## src/sv/asgr_pkg.sv

```systemverilog
// Package for the ANSI SGR escape parser.
// Holds the byte codes, parse phase codes and the result item type.
// No dependencies.
package asgr_pkg;

    localparam logic [7:0] ESC_BYTE   = 8'd27;
    localparam logic [7:0] LBRACK     = 8'h5B;
    localparam logic [7:0] SEMI       = 8'h3B;
    localparam logic [7:0] FINAL_M    = 8'h6D;
    localparam logic [7:0] DIGIT_LO   = 8'h30;
    localparam logic [7:0] DIGIT_HI   = 8'h39;

    localparam logic [7:0] CODE_RESET = 8'd0;
    localparam logic [7:0] CODE_BOLD  = 8'd1;
    localparam logic [7:0] CODE_UL    = 8'd4;
    localparam logic [7:0] FG_LO      = 8'd30;
    localparam logic [7:0] FG_HI      = 8'd37;
    localparam logic [7:0] BG_LO      = 8'd40;
    localparam logic [7:0] BG_HI      = 8'd47;

    localparam logic signed [3:0] COLOR_DEFAULT = -4'sd1;

    localparam logic [1:0] PHASE_IDLE  = 2'd0;
    localparam logic [1:0] PHASE_ESC   = 2'd1;
    localparam logic [1:0] PHASE_PARAM = 2'd2;

    localparam logic KIND_BYTE = 1'b0;
    localparam logic KIND_ATTR = 1'b1;

    localparam int TDATA_W = 24;

    typedef struct packed {
        logic signed [3:0] attr_background;
        logic signed [3:0] attr_foreground;
        logic              attr_underline;
        logic              attr_bold;
        logic [7:0]        out_byte;
        logic              event_kind;
    } result_t;

endpackage

```

## src/sv/asgr_in_stage.sv

```systemverilog
// Input register of the ANSI SGR escape parser.
// Depends on nothing but the handshake from the parse stage.
module asgr_in_stage (
    input  logic       aclk,
    input  logic       aresetn,
    input  logic       s_tvalid,
    output logic       s_tready,
    input  logic [7:0] s_tdata,   // [7:0] text_byte
    input  logic       take_i,
    output logic       valid_o,
    output logic [7:0] byte_o
);

    logic       in_valid_reg;
    logic [7:0] in_byte_reg;

    assign s_tready = !in_valid_reg || take_i;
    assign valid_o  = in_valid_reg;
    assign byte_o   = in_byte_reg;

    always_ff @(posedge aclk) begin
        if (!aresetn) begin
            in_valid_reg <= 1'b0;
        end else if (s_tready) begin
            in_valid_reg <= s_tvalid;
        end
    end

    always_ff @(posedge aclk) begin
        if (s_tready && s_tvalid) begin
            in_byte_reg <= s_tdata;
        end
    end

endmodule

```

## src/sv/asgr_parse.sv

```systemverilog
// Parse state and next-state logic of the ANSI SGR escape parser.
// Uses asgr_pkg; state advances by one byte when step_i is high.
module asgr_parse (
    input  logic            aclk,
    input  logic            aresetn,
    input  logic            step_i,
    input  logic [7:0]      byte_i,
    output asgr_pkg::result_t res_o,
    output logic            has_res_o
);
    import asgr_pkg::*;

    logic [1:0]        phase_reg, phase_next;
    logic [7:0]        acc_reg, acc_next;
    logic              present_reg, present_next;
    logic              bold_reg, bold_next;
    logic              ul_reg, ul_next;
    logic signed [3:0] fg_reg, fg_next;
    logic signed [3:0] bg_reg, bg_next;

    logic [11:0] acc_mul;
    logic [7:0]  code;

    assign code    = acc_reg;
    assign acc_mul = 12'(acc_reg) * 12'd10 + 12'(byte_i - DIGIT_LO);

    always_comb begin
        phase_next   = phase_reg;
        acc_next     = acc_reg;
        present_next = present_reg;
        bold_next    = bold_reg;
        ul_next      = ul_reg;
        fg_next      = fg_reg;
        bg_next      = bg_reg;
        has_res_o    = 1'b0;
        res_o        = '0;
        res_o.event_kind = KIND_BYTE;
        res_o.out_byte   = byte_i;

        case (phase_reg)
            PHASE_ESC: begin
                if (byte_i == LBRACK) begin
                    bold_next    = 1'b0;
                    ul_next      = 1'b0;
                    fg_next      = COLOR_DEFAULT;
                    bg_next      = COLOR_DEFAULT;
                    acc_next     = '0;
                    present_next = 1'b0;
                    phase_next   = PHASE_PARAM;
                end else begin
                    phase_next = PHASE_IDLE;
                    has_res_o  = 1'b1;
                end
            end
            PHASE_PARAM: begin
                if (byte_i == SEMI || byte_i == FINAL_M) begin
                    if (byte_i == FINAL_M) begin
                        phase_next = PHASE_IDLE;
                        has_res_o  = 1'b1;
                    end
                    if (present_reg) begin
                        acc_next     = '0;
                        present_next = 1'b0;
                        if (code == CODE_BOLD) begin
                            bold_next = 1'b1;
                        end else if (code == CODE_UL) begin
                            ul_next = 1'b1;
                        end else if (code inside {[FG_LO:FG_HI]}) begin
                            fg_next = 4'(code - FG_LO);
                        end else if (code inside {[BG_LO:BG_HI]}) begin
                            bg_next = 4'(code - BG_LO);
                        end else if (code == CODE_RESET) begin
                            bold_next  = 1'b0;
                            ul_next    = 1'b0;
                            fg_next    = COLOR_DEFAULT;
                            bg_next    = COLOR_DEFAULT;
                            phase_next = PHASE_IDLE;
                            has_res_o  = 1'b1;
                        end
                    end
                    if (has_res_o) begin
                        res_o.event_kind      = KIND_ATTR;
                        res_o.out_byte        = '0;
                        res_o.attr_bold       = bold_next;
                        res_o.attr_underline  = ul_next;
                        res_o.attr_foreground = fg_next;
                        res_o.attr_background = bg_next;
                    end
                end else if (byte_i inside {[DIGIT_LO:DIGIT_HI]}) begin
                    acc_next     = (acc_mul > 12'd255) ? 8'd255 : acc_mul[7:0];
                    present_next = 1'b1;
                end else begin
                    phase_next = PHASE_IDLE;
                    has_res_o  = 1'b1;
                end
            end
            default: begin
                if (byte_i == ESC_BYTE) begin
                    phase_next = PHASE_ESC;
                end else begin
                    phase_next = PHASE_IDLE;
                    has_res_o  = 1'b1;
                end
            end
        endcase
    end

    always_ff @(posedge aclk) begin
        if (!aresetn) begin
            phase_reg   <= PHASE_IDLE;
            acc_reg     <= '0;
            present_reg <= 1'b0;
            bold_reg    <= 1'b0;
            ul_reg      <= 1'b0;
            fg_reg      <= COLOR_DEFAULT;
            bg_reg      <= COLOR_DEFAULT;
        end else if (step_i) begin
            phase_reg   <= phase_next;
            acc_reg     <= acc_next;
            present_reg <= present_next;
            bold_reg    <= bold_next;
            ul_reg      <= ul_next;
            fg_reg      <= fg_next;
            bg_reg      <= bg_next;
        end
    end

endmodule

```

## src/sv/asgr_out_stage.sv

```systemverilog
// Result register of the ANSI SGR escape parser.
// Uses asgr_pkg for the result item type.
module asgr_out_stage (
    input  logic                   aclk,
    input  logic                   aresetn,
    input  logic                   load_i,
    input  asgr_pkg::result_t      res_i,
    output logic                   free_o,
    output logic                   m_tvalid,
    input  logic                   m_tready,
    output logic [asgr_pkg::TDATA_W-1:0] m_tdata, // [7:0] out_byte, [8] attr_bold,
                                                  // [9] attr_underline,
                                                  // [13:10] attr_foreground,
                                                  // [17:14] attr_background
    output logic                   m_tuser   // [0] event_kind
);
    import asgr_pkg::*;

    logic    out_valid_reg;
    result_t out_res_reg;

    assign free_o   = !out_valid_reg || m_tready;
    assign m_tvalid = out_valid_reg;
    assign m_tuser  = out_res_reg.event_kind;
    assign m_tdata  = {6'd0, out_res_reg.attr_background, out_res_reg.attr_foreground,
                       out_res_reg.attr_underline, out_res_reg.attr_bold,
                       out_res_reg.out_byte};

    always_ff @(posedge aclk) begin
        if (!aresetn) begin
            out_valid_reg <= 1'b0;
        end else if (free_o) begin
            out_valid_reg <= load_i;
        end
    end

    always_ff @(posedge aclk) begin
        if (free_o && load_i) begin
            out_res_reg <= res_i;
        end
    end

endmodule

```

## src/sv/ansi_sgr_escape_parser_top.sv

```systemverilog
// Top level of the ANSI SGR escape parser.
// Instantiates asgr_in_stage, asgr_parse and asgr_out_stage; uses asgr_pkg.
//
//   channel | dir | tdata                                    | tuser
//   s_      | in  | [7:0] text_byte                          | -
//   m_      | out | out_byte, bold, underline, fg, bg (24b)  | event_kind
//
// One byte per cycle sustained while m_tready does not stall the output.
// The input register feeds the parse logic, whose result lands in the output register.
// A byte that yields no result retires without waiting on the output side.
// Reset (aresetn low, synchronous) empties both registers and sets the parse state to idle.
// A stall on m_tready holds the result and backs up to s_tready in the same cycle.
module ansi_sgr_escape_parser_top (
    input  logic        aclk,
    input  logic        aresetn,
    input  logic        s_tvalid,
    output logic        s_tready,
    input  logic [7:0]  s_tdata,   // [7:0] text_byte
    output logic        m_tvalid,
    input  logic        m_tready,
    output logic [asgr_pkg::TDATA_W-1:0] m_tdata, // [7:0] out_byte, [8] attr_bold,
                                                  // [9] attr_underline,
                                                  // [13:10] attr_foreground,
                                                  // [17:14] attr_background
    output logic        m_tuser    // [0] event_kind
);
    import asgr_pkg::*;

    logic       item_valid;
    logic [7:0] item_byte;
    logic       take;
    logic       out_free;
    logic       has_res;
    result_t    res;

    assign take = item_valid && (!has_res || out_free);

    asgr_in_stage u_in (
        .aclk     (aclk),
        .aresetn  (aresetn),
        .s_tvalid (s_tvalid),
        .s_tready (s_tready),
        .s_tdata  (s_tdata),
        .take_i   (take),
        .valid_o  (item_valid),
        .byte_o   (item_byte)
    );

    asgr_parse u_parse (
        .aclk      (aclk),
        .aresetn   (aresetn),
        .step_i    (take),
        .byte_i    (item_byte),
        .res_o     (res),
        .has_res_o (has_res)
    );

    asgr_out_stage u_out (
        .aclk     (aclk),
        .aresetn  (aresetn),
        .load_i   (take && has_res),
        .res_i    (res),
        .free_o   (out_free),
        .m_tvalid (m_tvalid),
        .m_tready (m_tready),
        .m_tdata  (m_tdata),
        .m_tuser  (m_tuser)
    );

endmodule
```

## config.mk

```make
export PLATFORM = sky130hd
export DESIGN_NAME = ansi_sgr_escape_parser_top
export DESIGN_NICKNAME = d
export VERILOG_FILES = /design/src/sv/asgr_pkg.sv /design/src/sv/asgr_in_stage.sv /design/src/sv/asgr_parse.sv /design/src/sv/asgr_out_stage.sv /design/src/sv/ansi_sgr_escape_parser_top.sv
export SDC_FILE = /design/constraint.sdc
export NUM_CORES = 1
export LEC_CHECK = 0
export BUFFER_PORTS_ARGS = -buffer_cell sky130_fd_sc_hd__buf_2
export CAP_MARGIN = 25
export CORE_MARGIN = 10
export CORE_UTILIZATION = 61
export CTS_BUF_LIST = sky130_fd_sc_hd__clkbuf_4
export DETAILED_ROUTE_END_ITERATION = 12
export HOLD_SLACK_MARGIN = 0.08
export PLACE_DENSITY_LB_ADDON = 0.12
export SYNTH_ARGS = -nofsm -noshare
export SYNTH_HDL_FRONTEND = slang
export SYNTH_SLANG_ARGS = --single-unit
```

## constraint.sdc

```tcl
create_clock -name aclk -period 3.95 [get_ports aclk]
set_clock_uncertainty 0.1 [all_clocks]
set_input_delay 0.79 -clock aclk [delete_from_list [all_inputs] [get_ports aclk]]
set_output_delay 0.79 -clock aclk [all_outputs]
set_load 0.01 [all_outputs]
```

; ---- After elaboration in Yosys (flattened, before gate mapping)
; Index checks and enable logic that the tools add are counted.
[word_totals]
regBits = 50
in_bits = 12
[classes]
addsub = 4
n_mul = 1
order_cmp = 7
eq_ne = 13
muxes = 72
n_reduce_logical = 22
[op_table]
columns = cell, count
row1 = $mux 4, 15
row2 = $mux 8, 5
row3 = $mux 1, 31
row4 = $mux 9, 3
row5 = $le 8x6->1 const B, 3
row6 = $mux 2, 10
row7 = $eq 8x7->1 const B, 2
row8 = $ge 8x6->1 const B, 2
row9 = $pmux 4 s2, 2
row10 = $pmux 8 s2, 1
row11 = $add 12x12->12, 1
row12 = $gt 12x8->1 const B, 1
row13 = $mul 8x3->11 const B, 1
row14 = $sub 8x6->9 const B, 1
row15 = $eq 8x1->1 const B, 1
row16 = $eq 8x3->1 const B, 1
row17 = $eq 8x5->1 const B, 1
row18 = $eq 8x6->1 const B, 1
row19 = $ge 8x5->1 const B, 1
row20 = $logic_not 8->1, 1
row21 = $pmux 1 s2, 4
row22 = $reduce_and 4->1, 2
row23 = $sub 4x4->4 const B, 2
row24 = $logic_and 1x1->1, 7
row25 = other kinds (12), 20

; ---- Depth between registers and ports, before layout
[depth]
depth_word = 17
depth_mapped = 15
mapped_depth_nobuf = 15

; ---- Modules after synthesis
; A second synthesis with hierarchy kept.
[hier_totals]
hier_cells = 325
area_unflattened_um2 = 3231.8
[by_module_without_submodules]
columns = mod, instances, cells_per_inst, area_each_um2, seq_area_each_um2
row1 = asgr_parse, 1, 278, 2238.4, 420.4
row2 = asgr_out_stage, 1, 31, 676.9, 590.6
row3 = asgr_in_stage, 1, 13, 297.8, 260.2
row4 = ansi_sgr_escape_parser_top, 1, 3, 18.8, 0.0

; ---- Worst setup path before layout
; No wires, ideal clock.
[synth_timing]
path_type = flip-flop to flip-flop
from = reg u_parse.acc_reg[1]
to = reg u_parse.acc_reg[3]
setup_ps = 120
t_arrival_ps = 3342
required_ps = 3730
slack_ps = 388
stages_incl_launch_ff = 13
path_buffers = 0
synth_period_minus_slack_ps = 3562
path_cell_list = dfxtp_1 ha_1 ha_1 fa_1 a21o_1 a21oi_1 xnor2_1 ha_1 o41ai_1 o21ai_0 xnor2_1 a31oi_2 a211o_2
[synth_between]
elab_chain_cells = 15
[synth_lines]
columns = item, line
row1 = from (decl), asgr_parse.sv:14  ; logic [7:0] acc_reg, acc_next;
row2 = from (signal assigned), asgr_parse.sv:119  ; acc_reg <= acc_next;
row3 = branches (longest 15 deep; another with $add 12x12->12), -
; Parallel ways; which one is timed is not known. The select of a mux whose other input is x is not followed.
; A chain may end at the register's enable or synchronous reset.

; ---- Worst setup path in the final report
; Ends and elaborated chain as after synthesis.

==> results.txt <==
Min Tclk post-route - 3710 ps
Ordered cell list for the critical path - ha_1 > ha_1 > fa_1 > a21o_1 > a21oi_1 > xnor2_1 > ha_1 > o41ai_1 > o21ai_0 > xnor2_1 > a31oi_2 > a211o_2
DRT iter0 DRCs - 117
Mapped cell area - 0.00325 mm^2
GP Congestion - 0.863
Fraction of the mapped netlist area in simple logic gates - 18.5%
Via/cell ratio - 5.78
Total gr overflow - 0
Pleak - 1.52 nW
Port bufs - 32
Layout area overhead - 8.36%
Synthesized instance count - 336
DRC Markers - 0
Largest net degree at the start of global routing - 16
CTS tree - done
Sequential share of the synthesized area - 39.1%
Dpl hpwl - 5310 um
Finish-stage setup viols - 0
Max IR drop VDD - 0.190 mV
Starting density of the core - 63.2%
Slowest cell on the critical path - o41ai_1
YS warnings - 0
Max Root-Sink Buffers - 2
Die span in y - 93.0 um
Crit start category - register
Ys flop type - edfxtp_1
Status - finished, final reports clean
Hold buffer count at CTS - 0
Row count - 26
Root Buffer - clkbuf_4
Final wirelength - 6690 um
TritonCTS Buffers - 5
FF-to-FF End - u_parse.acc_reg[3]$_SDFFE_PN0P_
Fmax - 269 MHz
Sequential Area - 0.00127 mm^2
Flop2flop setup slack - 240 ps
CTS Sinks - 50
Final Max Tran Viols - 0
CP max FO - 8
GRT Overall Usage - 15.5%
RSZ-0062 raised after global routing - false
ANT cells - 0
Final nets - 415
Total Die Area - 0.00865 mm^2
Worst Hold Path Cells - 2
Vias in the first global route - 2450
Mux contribution to synthesized area - 0.308%
Post-Synth Adder-Cell Area - 12.4%
Largest family of logic cells by synthesized area - compound AO/OA/AOI/OAI gates
Core area - 0.00514 mm^2
CP most frequent cell - ha_1
WP data arrival - 3880 ps
Synth Area in Compound Gates - 20.1%
Max transition margin - 48.2%
Hold Path End - u_parse.ul_reg$_SDFFE_PN0P_
Placed Area - 0.00347 mm^2
Max incr delay on CP - 540 ps
Worst r2r src - u_parse.acc_reg[1]$_SDFFE_PN0P_
Synth cell types - 72
Clk_lat worst skew - 370 ps
Final core occ - 68.5%
Max-cap violations - 0
First-pass GRT wire length - 11200 um
Tot Pwr - 0.886 mW
Final TNS setup - 0 ps
Final hold vios - 0
CP endpoint kind - register
Asr flop ratio synth - 0%
Number of synthesized register bits - 50
Worst Path Required - 4120 ps
Clock Pin Slew Worst Setup and Hold Paths - 140 ps
HP Class - register to register
# H-tree levels - 2
Ports - 39
Avg WL per Cell - 15.1 um
Number of synthesized flops with an enable pin - 27
Max reg flops - 18
Final worst-path cycle share - 93.9%
Synthesized area per cell - 9.67 um^2
XOR/XNOR Fraction of Synth Area - 4.04%
Initial antenna violation count - 0
CTS resizes - 0
Worst-Margin Slew - 777 ps
Fill cell count - 441
Crit path kind - register to register
Hold path start - u_parse.ul_reg$_SDFFE_PN0P_
Layout cell share with drive strength beyond 1 - 18.0%
Via count - 2561
Final ANT Viol Nets - 0
Power Density - 252 mW/mm^2
Pre-antenna DRT Iters - 4
Post-route cell area - 0.00352 mm^2
Min Hold Slack - 394 ps
Area of the multi-input gates - 0.00182 mm^2
FF-to-FF path depth - 12
Postcts setup bufs - 0
DIE WIDTH - 93.0 um
report_power, final:
| part | leakage [nW] | switching [mW] | total, mW | internal [mW] |
|---|---|---|---|---|
| Clock | 0.0303 | 0.161 | 0.228 | 0.0668 |
| Combinational | 1.04 | 0.0506 | 0.0849 | 0.0343 |
| Sequential | 0.449 | 0.0112 | 0.573 | 0.562 |
| Total | 1.52 | 0.223 | 0.886 | 0.663 |
cell type report:
cell class                      instances  share of cell area (%)
Clock buffer                            5                    1.07
Clock inverter                          3                   0.462
Inverter                               20                    2.13
Multi-Input combinational cell        256                    51.7
Sequential cell                        50                    36.1
Tap cell                               70                    2.49
Timing Repair Buffer                   39                    6.04
metal layers:
layer	global-route usage, %	wire [um]	vias up
met5	0	0	-
met4	4.11	54	0
li1	-	-	1294
met2	27.2	3280	52
met3	4.08	423	8
met1	18.2	2940	1207
layout by cell type (no fill, tap or decap), types with 4 or more instances in the layout:
| master | Yosys | layout |
|---|---|---|
| a211o_2 | 5 | 5 |
| a21o_1 | 4 | 4 |
| a21oi_1 | 20 | 20 |
| and2_1 | 6 | 6 |
| buf_2 | 2 | 32 |
| buf_4 | 7 | 7 |
| clkbuf_4 | 0 | 5 |
| conb_1 | 1 | 6 |
| dfxtp_1 | 23 | 23 |
| edfxtp_1 | 27 | 27 |
| ha_1 | 29 | 29 |
| inv_1 | 20 | 20 |
| nand2_1 | 21 | 21 |
| nand3_1 | 11 | 11 |
| nor2_1 | 34 | 34 |
| nor3_1 | 13 | 13 |
| o21a_1 | 4 | 4 |
| o21ai_0 | 12 | 12 |
| o21bai_1 | 6 | 6 |
| or2_2 | 4 | 4 |
| xnor2_1 | 8 | 8 |
| xor2_1 | 7 | 7 |
synthesized netlist by cell type (2+ instances only):
master / instances / area share, %
nand2b_1: 2 / 0.38
a211o_2: 5 / 1.5
o21bai_1: 6 / 1.4
edfxtp_1: 27 / 25
a21oi_1: 20 / 3.1
a221o_1: 3 / 0.92
o21ai_0: 12 / 1.8
a211oi_1: 3 / 0.69
nor2_1: 34 / 3.9
buf_4: 7 / 1.6
xor2_1: 7 / 1.9
nor3_1: 13 / 2.0
nand4_1: 2 / 0.38
o22a_1: 3 / 0.81
o211ai_1: 2 / 0.46
dfxtp_1: 23 / 14
or2_2: 4 / 0.77
a2bb2oi_1: 3 / 0.81
inv_1: 20 / 2.3
or3_1: 2 / 0.38
nand2_1: 21 / 2.4
buf_2: 2 / 0.31
nand3_1: 11 / 1.7
nor2b_1: 3 / 0.58
fa_1: 2 / 1.2
buf_6: 2 / 0.69
ha_1: 29 / 11
o21ai_2: 2 / 0.54
nand3b_1: 2 / 0.46
clkbuf_1: 3 / 0.35
xnor2_1: 8 / 2.2
and2_1: 6 / 1.2
o21a_1: 4 / 0.92
a211o_1: 2 / 0.54
a21o_1: 4 / 0.92
worst max-delay path by stage:
stage	start	end	depth (start not counted)
after floorplan	u_parse.acc_reg[1]$_SDFFE_PN0P_	u_parse.acc_reg[3]$_SDFFE_PN0P_	12
after global placement	u_parse.acc_reg[1]$_SDFFE_PN0P_	u_parse.acc_reg[3]$_SDFFE_PN0P_	12
after detailed placement	u_parse.acc_reg[1]$_SDFFE_PN0P_	u_parse.acc_reg[3]$_SDFFE_PN0P_	12
final	u_parse.acc_reg[1]$_SDFFE_PN0P_	u_parse.acc_reg[3]$_SDFFE_PN0P_	12
after global routing	u_parse.acc_reg[1]$_SDFFE_PN0P_	u_parse.acc_reg[3]$_SDFFE_PN0P_	12
after CTS	u_parse.acc_reg[1]$_SDFFE_PN0P_	u_parse.acc_reg[3]$_SDFFE_PN0P_	12
per-stage QoR:
step	setup WS, ps	cells
global route	51.9	443
global placement	384	435
CTS	229	443
detailed placement	250	435
floorplan	388	341
finish	239	443
cells by family (layout without fill, tap and decap cells):
logic type | Yosys count | count (layout)
fa+ha+maj | 31 | 31
flops | 50 | 50
buf+inv | 35 | 67
compound gates | 88 | 88
other cells | 1 | 6
xor+xnor | 15 | 15
simple gates | 115 | 115
mux | 1 | 1
critical path, delay by kind of cell, from the launching register on:
kind            cells  cell delay [ps]
compound gates      6             1670
fa+ha+maj           4             1190
flops               1              340
xor+xnor            2              310
Power figures use the tool's default switching activity.
